--- config.mk ---
export PLATFORM = sky130hd
export DESIGN_NAME = trd_div
export DESIGN_NICKNAME = d
export VERILOG_FILES = /design/src/design/trd_pkg.sv /design/src/design/trd_div.sv
export SDC_FILE = /design/constraint.sdc
export NUM_CORES = 2
export LEC_CHECK = 0
export BUFFER_PORTS_ARGS = -buffer_cell sky130_fd_sc_hd__buf_2
export CORE_AREA = 3 3 380 382
export DETAILED_ROUTE_END_ITERATION = 10
export DIE_AREA = 0 0 383 385
export HOLD_SLACK_MARGIN = 0.1
export SYNTH_ARGS = -nofsm -noshare
export SYNTH_HDL_FRONTEND = slang
export SYNTH_SLANG_ARGS = --single-unit
export TNS_END_PERCENT = 1
--- constraint.sdc ---
create_clock -name clk -period 11.38 [get_ports clk]
set_clock_uncertainty 0.2 [all_clocks]
set_input_delay 0 -clock clk [delete_from_list [all_inputs] [get_ports clk]]
set_output_delay 0 -clock clk [all_outputs]
set_load 0.005 [all_outputs]
--- src/design/trd_pkg.sv ---
`default_nettype none
package trd_pkg;

	localparam int ANGLE_FRAC_BITS = 7;
	localparam int OUT_FRAC_BITS   = 14;

	localparam int ANGLE_W = 16;
	localparam int TRIG_W  = 16;
	localparam int RATIO_W = 22;
	localparam int FLAG_W  = 4;

	localparam logic [ANGLE_W-1:0] FULL_TURN = ANGLE_W'(360 << ANGLE_FRAC_BITS);
	localparam logic [ANGLE_W-1:0] QUARTER   = ANGLE_W'(90 << ANGLE_FRAC_BITS);
	localparam logic [ANGLE_W-1:0] EIGHTH    = ANGLE_W'(45 << ANGLE_FRAC_BITS);

	localparam int OCT_W = 13;
	localparam int RAD_W = 27;
	localparam logic [RAD_W-1:0] DEG_TO_RAD = RAD_W'(74961321);

	// Q0.32 values; the unit needs one more bit
	localparam int Q_W    = 32;
	localparam int UNIT_W = Q_W + 1;
	localparam logic [UNIT_W-1:0] ONE_Q = UNIT_W'(1) << Q_W;

	// division of the powers x^3..x^6 by 6, 24, 120, 720
	localparam int NCDIV  = 4;
	localparam int RECIP_W = 33;
	localparam int PROD_W  = Q_W + RECIP_W;
	localparam logic [RECIP_W-1:0] RECIP_M [NCDIV] = '{
		RECIP_W'(64'd5726623061), RECIP_W'(64'd5726623061),
		RECIP_W'(64'd4581298449), RECIP_W'(64'd6108397932)};
	localparam int RECIP_SH [NCDIV] = '{35, 37, 39, 42};
	localparam logic [Q_W-1:0] RECIP_D [NCDIV] = '{
		Q_W'(6), Q_W'(24), Q_W'(120), Q_W'(720)};

	localparam int TRIG_MAG_W = TRIG_W - 1;
	localparam int TRIG_SH    = Q_W - OUT_FRAC_BITS;
	localparam logic [TRIG_MAG_W-1:0] TRIG_LIMIT = '1;

	// ratio divider
	localparam int Q_BITS    = RATIO_W - 1;
	localparam int OVF_SHIFT = Q_BITS - OUT_FRAC_BITS;
	localparam int DIV_STEPS = 3;
	localparam int DIV_STAGES = (Q_BITS + DIV_STEPS - 1) / DIV_STEPS;
	localparam logic [Q_BITS-1:0] RATIO_LIMIT = '1;

	localparam int FRONT_STAGES = 11;
	localparam int PIPE_DEPTH   = FRONT_STAGES + DIV_STAGES + 1;

	localparam int FLAG_TAN = 0;
	localparam int FLAG_CSC = 1;
	localparam int FLAG_SEC = 2;
	localparam int FLAG_COT = 3;

	typedef enum logic [1:0] {
		QUAD_1 = 2'd0,
		QUAD_2 = 2'd1,
		QUAD_3 = 2'd2,
		QUAD_4 = 2'd3
	} quad_t;

	typedef struct packed {
		logic                  sneg;
		logic                  cneg;
		logic [TRIG_MAG_W-1:0] sin_mag;
		logic [TRIG_MAG_W-1:0] cos_mag;
	} side_t;

endpackage
`default_nettype wire

--- src/design/trd_div.sv ---
`default_nettype none
module trd_div import trd_pkg::*; (
	input  wire logic              clk,
	input  wire logic              en,
	input  wire logic [UNIT_W-1:0] num,
	input  wire logic [UNIT_W-1:0] den,
	output logic      [Q_BITS-1:0] quo,
	output logic                   ovf
);

	typedef struct packed {
		logic [UNIT_W-1:0] rem;
		logic [Q_BITS-1:0] acc;
		logic [UNIT_W-1:0] den;
		logic              ovf;
	} div_t;

	function automatic div_t div_step(div_t a);
		logic [UNIT_W:0] t;
		div_t r;
		r = a;
		t = {a.rem, a.acc[Q_BITS-1]};
		if (t >= {1'b0, a.den}) begin
			r.rem = UNIT_W'(t - {1'b0, a.den});
			r.acc = {a.acc[Q_BITS-2:0], 1'b1};
		end else begin
			r.rem = t[UNIT_W-1:0];
			r.acc = {a.acc[Q_BITS-2:0], 1'b0};
		end
		return r;
	endfunction

	div_t head;
	div_t stg_s [DIV_STAGES];
	div_t nxt [DIV_STAGES];

	// quotient of num<<OUT_FRAC_BITS overflows Q_BITS exactly when num >= den<<OVF_SHIFT
	always_comb begin
		head.ovf = {{OVF_SHIFT{1'b0}}, num} >= {den, {OVF_SHIFT{1'b0}}};
		head.rem = UNIT_W'(num >> OVF_SHIFT);
		head.acc = {num[OVF_SHIFT-1:0], {OUT_FRAC_BITS{1'b0}}};
		head.den = den;
	end

	for (genvar i = 0; i < DIV_STAGES; i++) begin : g_stage
		always_comb begin
			nxt[i] = (i == 0) ? head : stg_s[(i == 0) ? 0 : i-1];
			for (int k = 0; k < DIV_STEPS; k++) begin
				if (i * DIV_STEPS + k < Q_BITS) begin
					nxt[i] = div_step(nxt[i]);
				end
			end
		end

		always_ff @(posedge clk) begin
			if (en) begin
				stg_s[i] <= nxt[i];
			end
		end
	end

	assign quo = stg_s[DIV_STAGES-1].acc;
	assign ovf = stg_s[DIV_STAGES-1].ovf;

endmodule
`default_nettype wire

==> results.sh <==
export IMPL_io_pins=90
export IMPL_gr_total_overflow=0
export IMPL_hold_path_class="register to register"
export IMPL_clock_fmax_ghz=0.0917
export IMPL_wl_per_cell_um=20.8
export IMPL_synth_nets=7147
export IMPL_layout_commonest_cell="ha_1"
export IMPL_cts_root_buf="clkbuf_16"
export IMPL_drc=0
export IMPL_detail_route_antenna_nets=0
export IMPL_clock_latency_ns=0.66
export IMPL_via_per_inst=5.82
export IMPL_cap_violations=0
export IMPL_fillers=13700
export IMPL_path_max_fanout=33
export IMPL_critPathArrivalTime_ns=11.08
export IMPL_grt_usage_pct=23.4
export IMPL_top_regs="stg_s x492"
export IMPL_drv_slew=0
export IMPL_syn_cell_area_sq_um=56500
export IMPL_cts_tree="built"
export IMPL_ys_seq_area_share_pct=26.1
export IMPL_vias=49700
export IMPL_antenna_found_initial=3
export IMPL_synthSimpleGateAreaFrac_pct=13.6
export IMPL_path_class="register to register"
export IMPL_die_height_um=385
export IMPL_drive_gt1_share_pct=11.8
export IMPL_clkTransAtPathRegs_ns=0.07
export IMPL_initial_utilization_pct=40.0
export IMPL_synth_xor_area_share_pct=8.02
export IMPL_grt_pass1_vias=47700
export IMPL_worst_setup_path_start_kind="register"
export IMPL_end_kind="register"
export IMPL_synthArstFlopShare_pct=0
export IMPL_grt_pass1_wl_um=274000
export IMPL_regMostFlops="stg_s"
export IMPL_clkSinkCount=492
export IMPL_fin_crit_ns=10.90
export IMPL_core_area_sq_um=141000
export IMPL_required_ns=11.56
export IMPL_syn_inst=6364
export IMPL_drt_pass1_iterations=7
export IMPL_synth_mux_area_share_pct=8.36
export IMPL_design_die_area_sq_um=147000
export IMPL_fin_nets=7385
export IMPL_dp_hpwl_um=145000
export IMPL_cts_max_level=3
export IMPL_io_buffers=89
export IMPL_synth_compound_area_share_pct=23.7
export IMPL_fin_cells=8546
export IMPL_numCtsBuffers=66
export IMPL_row_count=138
export IMPL_die_w_um=383
export IMPL_synth_edf_count=492
export IMPL_avgSynthCellArea_sq_um=8.88
export IMPL_critPathMostFrequentCell="buf_4"
export IMPL_drt_iter0_drc=3709
export IMPL_finalCritPeriodShare_pct=95.8
export IMPL_largest_register_ffs=492
export IMPL_wirelength_um=177000
export IMPL_layout_common_cells="ha_1 (703), a21oi_1 (649), edfxtp_1 (492)"
export IMPL_hold_viol=0
export IMPL_netlist_cell_type_count=109
export IMPL_worstMarginPinSlew_ns=1.07
export IMPL_fin_util_pct=44.4
export IMPL_tns_ns=0
export IMPL_clk_path_buf_depth=3
export IMPL_slew_headroom_pct=28.7
export IMPL_setup_violations=0
export IMPL_slowest_stage="edfxtp_1"
export IMPL_synth_fa_ha_area_share_pct=16.0
export IMPL_outcome="finished, final reports clean"
export IMPL_ys_ff_latch=492
export IMPL_cts_setup_buffers=0
export IMPL_yosys_warnings=0
export IMPL_ys_flop_type="edfxtp_1"
export IMPL_rsz0062_at_grt="false"
export IMPL_grt_max_degree=79
export IMPL_place_gp_congestion=0.947
export IMPL_place_inst=8319
export IMPL_slowest_delay_ns=0.65
export IMPL_synth_top_family_by_area="compound AO/OA/AOI/OAI gates"
export IMPL_area_growth_pct=11.1
[critical path, delay by kind of cell, from the launching register on]
family	cells	cell delay (ns)
AOI/OAI and AO/OA	20	5.17
adders and majority gates	4	1.41
buffers and inverters	6	1.49
DFF	1	0.65
muxes	3	1.12
and+or+nand+nor	3	0.51
[synthesized netlist by cell type (14+ instances only)]
cell type | number | share of area, %
ha_1 | 703 | 16
a21oi_1 | 649 | 5.7
edfxtp_1 | 492 | 26
nor2_1 | 470 | 3.1
inv_1 | 455 | 3.0
nand2_1 | 377 | 2.5
xnor2_1 | 362 | 5.6
o21ai_0 | 344 | 3.0
mux2_2 | 341 | 6.8
a21o_1 | 291 | 3.9
xor2_1 | 156 | 2.4
nand3_1 | 132 | 1.2
nor3_1 | 117 | 1.0
o21a_1 | 99 | 1.3
o21bai_1 | 88 | 1.2
a31oi_1 | 81 | 0.90
nor2b_1 | 77 | 0.85
nand2b_1 | 76 | 0.84
nand4_1 | 75 | 0.83
and3_1 | 67 | 0.74
clkbuf_1 | 61 | 0.40
a211oi_1 | 51 | 0.68
o31ai_1 | 45 | 0.60
and2_1 | 40 | 0.44
o211ai_1 | 39 | 0.52
or3_1 | 38 | 0.42
or2_2 | 33 | 0.37
buf_2 | 30 | 0.27
a21boi_0 | 29 | 0.39
mux2_4 | 29 | 0.77
mux2i_1 | 27 | 0.48
a31o_2 | 25 | 0.39
a211o_1 | 24 | 0.37
a2111oi_0 | 21 | 0.33
o31a_1 | 21 | 0.33
nor4_1 | 19 | 0.21
and4_1 | 18 | 0.28
a41oi_1 | 16 | 0.25
mux2_1 | 16 | 0.32
nor3b_1 | 16 | 0.21
o2111ai_1 | 16 | 0.25
o22ai_1 | 15 | 0.17
a311oi_1 | 14 | 0.22
o41ai_1 | 14 | 0.22
[layout make-up]
cell class	count	area, sq um	area share (%)
repair buffers	295	2310	3.69
inverters	461	1740	2.77
clock buffers	72	1700	2.70
clock inverters	49	503	0.801
well taps	1890	2360	3.77
flip-flops and latches	492	14800	23.5
diodes	1	2.50	0.00398
multi-input cells	5286	39400	62.8
[layer usage]
metal | track usage [%] | part of all wire, % | up-vias
met1 | 29.9 | 44 | 23700
met5 | 0 | 0 | -
li1 | - | - | 24400
met4 | 8.12 | 3.7 | 0
met3 | 2.51 | 4.3 | 275
met2 | 40.8 | 48 | 1356
[repair_timing]
action	in CTS	in global routing
hold endpoints to repair	132	0
hold buffers	105	0
setup endpoints to repair	0	63
resized for setup	0	3
[cell families after synthesis]
group                      count (synthesis)
AOI/OAI and AO/OA                       2047
and+or+nand+nor                         1593
adders and majority gates                715
buffers and inverters                    586
xor gates and xnor gates                 518
DFF                                      492
muxes                                    413
[metrics by stage]
stage	hold slack (ns)	worst slack, ns	instance area, sq um
floorplan	-0.101	2.09	56500
global placement	-0.00285	0.587	59500
detailed placement	0.00206	0.568	59500
CTS	0.196	0.499	62800
global route	0.209	0.0279	62800
finish	0.197	0.475	62800
[final timing paths]
path	from	depth (start not counted)	slack [ns]	endpoint
worst max register to register	stg_s[1][1]	36	0.48	stg_s[2][85]
worst max-delay path	stg_s[1][1]	36	0.48	stg_s[2][85]
worst min register to register	stg_s[5][48]	0	0.20	stg_s[6][51]
worst min-delay path	stg_s[5][48]	0	0.20	stg_s[6][51]
Power is not shown: default switching activity piles up to over one toggle a cycle in this logic, so the estimate is an artifact.
